`config.mk`:
```
export PLATFORM = sky130hd
export DESIGN_NAME = hdec_front
export DESIGN_NICKNAME = d
export VERILOG_FILES = /design/src/design/hdec_pkg.sv /design/src/design/hdec_front.sv
export SDC_FILE = /design/constraint.sdc
export NUM_CORES = 1
export LEC_CHECK = 0
export BUFFER_PORTS_ARGS = -buffer_cell sky130_fd_sc_hd__buf_4
export CAP_MARGIN = 20
export CORE_AREA = 3 3 154 156
export CTS_CLUSTER_DIAMETER = 120
export CTS_CLUSTER_SIZE = 10
export DETAILED_ROUTE_END_ITERATION = 12
export DIE_AREA = 0 0 157 159
export GPL_ROUTABILITY_DRIVEN = 0
export PLACE_DENSITY = 0.87
export SLEW_MARGIN = 20
export SYNTH_ARGS = -nofsm -noshare
export SYNTH_HDL_FRONTEND = slang
export SYNTH_SLANG_ARGS = --single-unit
```
`constraint.sdc`:
```
create_clock -name clk -period 4.1 [get_ports clk]
set_input_delay 0 -clock clk [delete_from_list [all_inputs] [get_ports clk]]
set_output_delay 0 -clock clk [all_outputs]
set_load 0.1 [all_outputs]
```
`src/design/hdec_pkg.sv`:
```
// package: shared types, codes and constants of the squeezed-data decoder
`timescale 1ns / 1ps
`default_nettype none
package hdec_pkg;

	localparam int MAX_NODES   = 256;
	localparam int NODE_AW     = $clog2(MAX_NODES);
	localparam int SIZE_W      = $clog2(MAX_NODES + 1);
	localparam int QUEUE_DEPTH = 4;
	localparam int QPTR_W      = $clog2(QUEUE_DEPTH);

	localparam logic [7:0]  RLE_ESCAPE   = 8'h90;
	localparam logic [24:0] LENGTH_LIMIT = 25'd16777216;

	localparam logic [1:0] REQ_LOAD  = 2'd0;
	localparam logic [1:0] REQ_START = 2'd1;
	localparam logic [1:0] REQ_DATA  = 2'd2;
	localparam logic [1:0] REQ_END   = 2'd3;

	localparam logic [2:0] ST_RUNNING   = 3'd0;
	localparam logic [2:0] ST_DONE      = 3'd1;
	localparam logic [2:0] ST_EXHAUSTED = 3'd2;
	localparam logic [2:0] ST_OVERFLOW  = 3'd3;
	localparam logic [2:0] ST_BADLINK   = 3'd4;

	typedef struct packed {
		logic [1:0]         req_type;
		logic [7:0]         node_index;
		logic signed [15:0] zero_link;
		logic signed [15:0] one_link;
		logic [8:0]         node_count;
		logic [24:0]        out_length;
		logic [7:0]         data_byte;
	} hdec_req_t;

	typedef struct packed {
		logic [7:0] run_value;
		logic [7:0] run_length;
		logic       last;
		logic [2:0] status;
	} hdec_rsp_t;

	typedef enum logic [1:0] {K_LOAD, K_START, K_DATA, K_END} hdec_kind_t;

	// classified command handed from front to back
	typedef struct packed {
		hdec_kind_t          kind;
		logic [NODE_AW-1:0]  node;
		logic [31:0]         links;
		logic [SIZE_W-1:0]   size;
		logic [24:0]         length;
		logic                len_bad;
		logic [7:0]          data_byte;
	} hdec_cmd_t;

endpackage
`default_nettype wire

```
`src/design/hdec_front.sv`:
```
// front end: accepts items, classifies them and queues commands for the back end
`timescale 1ns / 1ps
`default_nettype none
module hdec_front (
	input  wire                 clk,
	input  wire                 arst_n,
	input  wire                 req_valid,
	output logic                req_stall,
	input  hdec_pkg::hdec_req_t req,
	output logic                cmd_valid,
	input  wire                 cmd_pop,
	output hdec_pkg::hdec_cmd_t cmd
);
	import hdec_pkg::*;

	hdec_cmd_t           fifo_q [QUEUE_DEPTH];
	logic [QPTR_W-1:0]   wr_ptr_q, rd_ptr_q;
	logic [QPTR_W:0]     count_q;
	hdec_cmd_t           cls;
	logic                keep;
	logic                push;

	always_comb begin
		cls           = '0;
		cls.node      = NODE_AW'(req.node_index);
		cls.links     = {req.one_link, req.zero_link};
		cls.size      = (32'(req.node_count) > 32'(MAX_NODES)) ? SIZE_W'(MAX_NODES)
		                                                       : SIZE_W'(req.node_count);
		cls.length    = req.out_length;
		cls.len_bad   = req.out_length > LENGTH_LIMIT;
		cls.data_byte = req.data_byte;
		keep          = 1'b1;
		case (req.req_type)
			REQ_LOAD: begin
				cls.kind = K_LOAD;
				// loads beyond the store are dropped here
				keep     = 32'(req.node_index) < 32'(MAX_NODES);
			end
			REQ_START: cls.kind = K_START;
			REQ_DATA:  cls.kind = K_DATA;
			REQ_END:   cls.kind = K_END;
			default:   cls.kind = K_END;
		endcase
	end

	assign req_stall = count_q == (QPTR_W + 1)'(QUEUE_DEPTH);
	assign push      = req_valid && !req_stall && keep;
	assign cmd_valid = count_q != '0;
	assign cmd       = fifo_q[rd_ptr_q];

	always_ff @(posedge clk) begin
		if (push) begin
			fifo_q[wr_ptr_q] <= cls;
		end
	end

	always_ff @(posedge clk or negedge arst_n) begin
		if (!arst_n) begin
			wr_ptr_q <= '0;
			rd_ptr_q <= '0;
			count_q  <= '0;
		end else begin
			if (push) begin
				wr_ptr_q <= wr_ptr_q + QPTR_W'(1);
			end
			if (cmd_pop) begin
				rd_ptr_q <= rd_ptr_q + QPTR_W'(1);
			end
			if (push && !cmd_pop) begin
				count_q <= count_q + (QPTR_W + 1)'(1);
			end else if (!push && cmd_pop) begin
				count_q <= count_q - (QPTR_W + 1)'(1);
			end
		end
	end

endmodule
`default_nettype wire

```
Yosys cells after proc, flatten, opt, wreduce, memory -nomap -nowiden
Memories as Yosys holds them, arrays and structs flattened.
Cells that the tools add are included.

cells by class
  add/sub/neg operators = 4
  $lt $le $gt $ge = 2
  equal/unequal tests = 4
  mux-type cells = 6
  reduce and logical (&&, ||, !) cells = 9

operators by type and width
  kind                                                                 count
  25-bit > comparator (second input constant)                          1
  9-bit > comparator (second input constant)                           1
  9-bit 2-to-1 mux                                                     1
  2-bit one-hot mux with 4 select lines                                1
  3-bit 2-to-1 mux                                                     2
  2-bit by 1-bit adder with 2-bit output (second input constant)       2
  2-bit == test (second input constant)                                2
  3-bit by 1-bit adder with 3-bit output (second input constant)       1
  3-bit == test (second input constant)                                1
  1-bit logical AND                                                    3
  1-bit logical NOT                                                    3
  3-bit nonzero test                                                   1
  3-bit by 1-bit subtractor with 3-bit output (second input constant)  1
  2-bit by 1-bit == test with 1-bit output (second input constant)     1
  2-bit logical NOT                                                    1
  1-bit 2-to-1 mux                                                     2
  2-bit nonzero test                                                   1

word-level totals
  bits in registers = 7
  memory bits (writable) = 340
  input port bits = 88
  output and inout bits = 87
  word-level logic and storage cells = 29
  memories = 1

memories
  name    words  bits a word  rd ports  clocked after Yosys merged registers in  wr ports  RTL line          RTL
  fifo_q  4      85           1         0                                        1         hdec_front.sv:16  hdec_cmd_t fifo_q [QUEUE_DEPTH];

Logic depth before layout (Yosys ltp)
  depth in word-level cells = 7
  gate-level depth with buffers = 9
  gate-level depth less buffers = 8

Least setup slack after synthesis
Ideal clock, no wire load.

  path type = flip-flop to flip-flop
  start point = register count_q[0]
  end point = memory fifo_q[0][0] in the netlist's numbering (enable)
  setup time = 0.638 ns
  data arrival time = 3.030 ns
  slack = 0.433 ns
  stages on the path, launching flop included = 5
  clock period less this slack = 3.667 ns
  cell sequence = dfrtp_1 > nor3b_2 > nor2b_1 > buf_2 > and2_1

on the way
  cells in the longest elaborated chain, start to end = 5

RTL lines
  element                                 RTL line          RTL
  start: declaration                      hdec_front.sv:18  logic [QPTR_W:0] count_q;
  start signal: assignment                hdec_front.sv:70  count_q <= count_q + (QPTR_W + 1)'(1);
  start signal: assignment                hdec_front.sv:72  count_q <= count_q - (QPTR_W + 1)'(1);
  3-bit == test                           hdec_front.sv:46  assign req_stall = count_q == (QPTR_W + 1)'(QUEUE_DEPTH);
  via req_stall                           hdec_front.sv:8   output logic req_stall,
  1-bit logical NOT                       hdec_front.sv:47  assign push = req_valid && !req_stall && keep;
  1-bit logical AND                       hdec_front.sv:47
  via push                                hdec_front.sv:21  logic push;
  1-bit 2-to-1 mux                        hdec_front.sv:52  if (push) begin
  1-bit 2-to-1 mux (implied by the code)  hdec_front.sv:53  fifo_q[wr_ptr_q] <= cls;
  end: declaration                        hdec_front.sv:16

The timed path passes the listed nets, and every way through them passes these cells.

==> reports/results.ini <==
[critical_path]
worst_setup_path_end_kind = primary output
reg2reg_to = fifo_q[0][49]$_DFFE_PP_
cp_max_fo = 46
critical-path-max-stage-delay_ps = 1020
cp_common_cell = buf_4
critPathLaunchType = flip-flop
setup.worst_path.class = flip-flop to primary output
reg2regPathDepth = 4
crit-reg2reg-launch = count_q[2]$_DFFE_PN0P_
slowest_stage = dfrtp_4
crit_chain = buf_4 > mux4_2 > buf_4
worst-r2r-setup-slack_ps = 1660
critPathRequiredTime_ps = 4100
critical_path_arrival_ps = 2810

[logic_synthesis]
synth_largest_type_area_fraction = 0.797
synth.distinct_cells = 24
synth.yosys.warnings = 0
synth_area_leaders = edfxtp_1, mux4_2, dfrtp_1
cell_area_after_synthesis_mm2 = 0.0128
ys_ff_latch = 347
post-synth-top-area-cell = edfxtp_1
post_synth_inst_count = 500
net_count_after_synthesis = 594
synth.yosys.seq_area_share = 0.810
synth.avg_cell_area_um2 = 25.6

[floorplanning]
initial_util = 0.570
fp-row-count = 55
overall_die_area_mm2 = 0.0250
pin_count = 175
core_mm2 = 0.0225
floorplan.die.width_um = 157
die_h_um = 159

[drt]
drc_errors = 0
avgViaCountPerCell = 5.74
detail_route.wirelength_mm = 25.7
route.vias.total = 6265
drt-pass1-iter-count = 5
postRouteAntennaNets = 0
drt_iter0_drc = 370
routedWlPerCell_um = 23.5

[sta]
unrepaired_setup_endpoints_after_global_routing = no
maxClockFrequency_mhz = 356
final-max-slew-violation-count = 0
clock_skew_ps = 11.6
minimum_hold_slack_ps = 22.1
setup-tns-final_ps = 0
final_min_period_over_clock_period = 0.685
timing.final.hold_violations = 0
final_period_minus_worst_setup_slack_ps = 2810
report.final.setup_viol = 0
setup_slack_ps = 1290
worst_pin_slew_ps = 927
slew_headroom = 0.382

[finish]
final_nets = 885
final_core_utilization = 0.729
layout_common_cells = edfxtp_1, buf_4, dlygate4sd3_1
final_common_cell = edfxtp_1
drive_above_1_share = 0.400
syn2layout_area_growth_pct = 28.0

[min_path]
worstHoldPathType = primary input to flip-flop
hold_path_startpoint = req_valid
min_to = wr_ptr_q[0]$_DFFE_PN0P_
hold-path-cell-count = 3

[clocking]
clockRootBuffer = clkbuf_16
clk_lat_worst_skew_ps = 500
cts_max_level = 2
post_cts.resized_instances = 0
clk_path_buf_depth = 3
tritoncts = yes
cts_post_setup_buffers_inserted = 0
clkSlewWorstSetupHoldPaths_ps = 60
cts_made_buffers = 40
clock_sinks = 347

[global_routing]
grt_start_max_net_pins = 47
wire_length_of_the_first_global_routing_pass_mm = 39.9
antenna_found_initial = 2
first_global_vias = 6862
track_usage = 0.210
grt_remaining_overflow = 0

[flow_run]
timing.max_cap.violations = 0

[placement]
buffer_ports.inserted = 174
place_ws_ps = 1610
dp.final_hpwl_mm = 15.1

[run_status]
run_status = completed

## synthesized netlist by cell type
library cell,count
and2_1,4
buf_2,10
or3_1,1
clkbuf_1,6
inv_1,4
ha_1,5
buf_8,1
buf_4,3
o21a_1,1
fa_1,1
buf_12,3
mux4_2,85
nor4_1,6
xnor2_1,3
nand2_1,2
mux2_2,2
nor2_1,1
nor3b_2,1
dfrtp_1,7
nand4_1,1
nor2b_1,9
edfxtp_1,340
buf_6,1
xor2_1,3
## registers in the layout, summed over array words and instances (netlist names)
name and cells:
wr_ptr_q 2, count_q 3, fifo_q 340, rd_ptr_q 2
## repair_timing
action	in CTS	in global routing
hold buffers	87	0
hold endpoints to repair	350	0
endpoints found under the setup margin	0	0
## cell type report
type | instances | area, um2
fillers | 1262 | 6100
multi-input cells | 125 | 2240
clock buffers | 55 | 1080
repair buffers | 273 | 2300
clock inverters | 1 | 5.00
inverters | 4 | 15.0
flip-flops and latches | 347 | 10400
well taps | 285 | 357
diodes | 2 | 5.00
## worst max-delay path by stage
stage	from	cells after the start	endpoint	slack (ps)
after floorplan	count_q[0]$_DFFE_PN0P_	4	fifo_q[0][0]$_DFFE_PP_	430
after global placement	rd_ptr_q[0]$_DFFE_PN0P_	3	cmd[40]	1740
after detailed placement	count_q[2]$_DFFE_PN0P_	4	fifo_q[0][41]$_DFFE_PP_	1610
after CTS	rd_ptr_q[0]$_DFFE_PN0P_	3	cmd[69]	1170
after global routing	rd_ptr_q[0]$_DFFE_PN0P_	3	cmd[42]	1070
final	rd_ptr_q[0]$_DFFE_PN0P_	3	cmd[42]	1290
## worst max-delay path, delay by kind of cell (launching register included)
kind	cells	cell delay, ps
flops	1	1020
mux	1	570
buf+inv	2	680
## through the flow
step | area, um2 | std cells
6_report | 16400 | 1092
5_1_grt | 16400 | 1092
4_1_cts | 16400 | 1090
3_5_place_dp | 14400 | 947
3_3_place_gp | 14400 | 945
2_1_floorplan | 12800 | 500
## logic make-up (layout without fill, tap and decap cells)
logic type / count (synthesis) / after routing / synth area share
mux: 87 / 87 / 0.151
buf+inv: 28 / 333 / 0.0153
other cells: 0 / 2 / 0
simple gates: 25 / 25 / 0.0121
fa+ha+maj: 6 / 6 / 0.00644
compound gates: 1 / 1 / 0.000586
xor+xnor: 6 / 6 / 0.00410
flops: 347 / 347 / 0.810
## per-layer routing
metal  vias to the layer above  routed length (um)  track usage
li1                       2705                   -            -
met1                      3243                9990        0.282
met2                       264               13200        0.344
met3                        53                1800       0.0530
met4                         0                 656       0.0653
met5                         -                   0            0
Power is left out: the tool's default activity adds up to more than one toggle a clock period on the data nets, which glitch-free logic cannot reach.
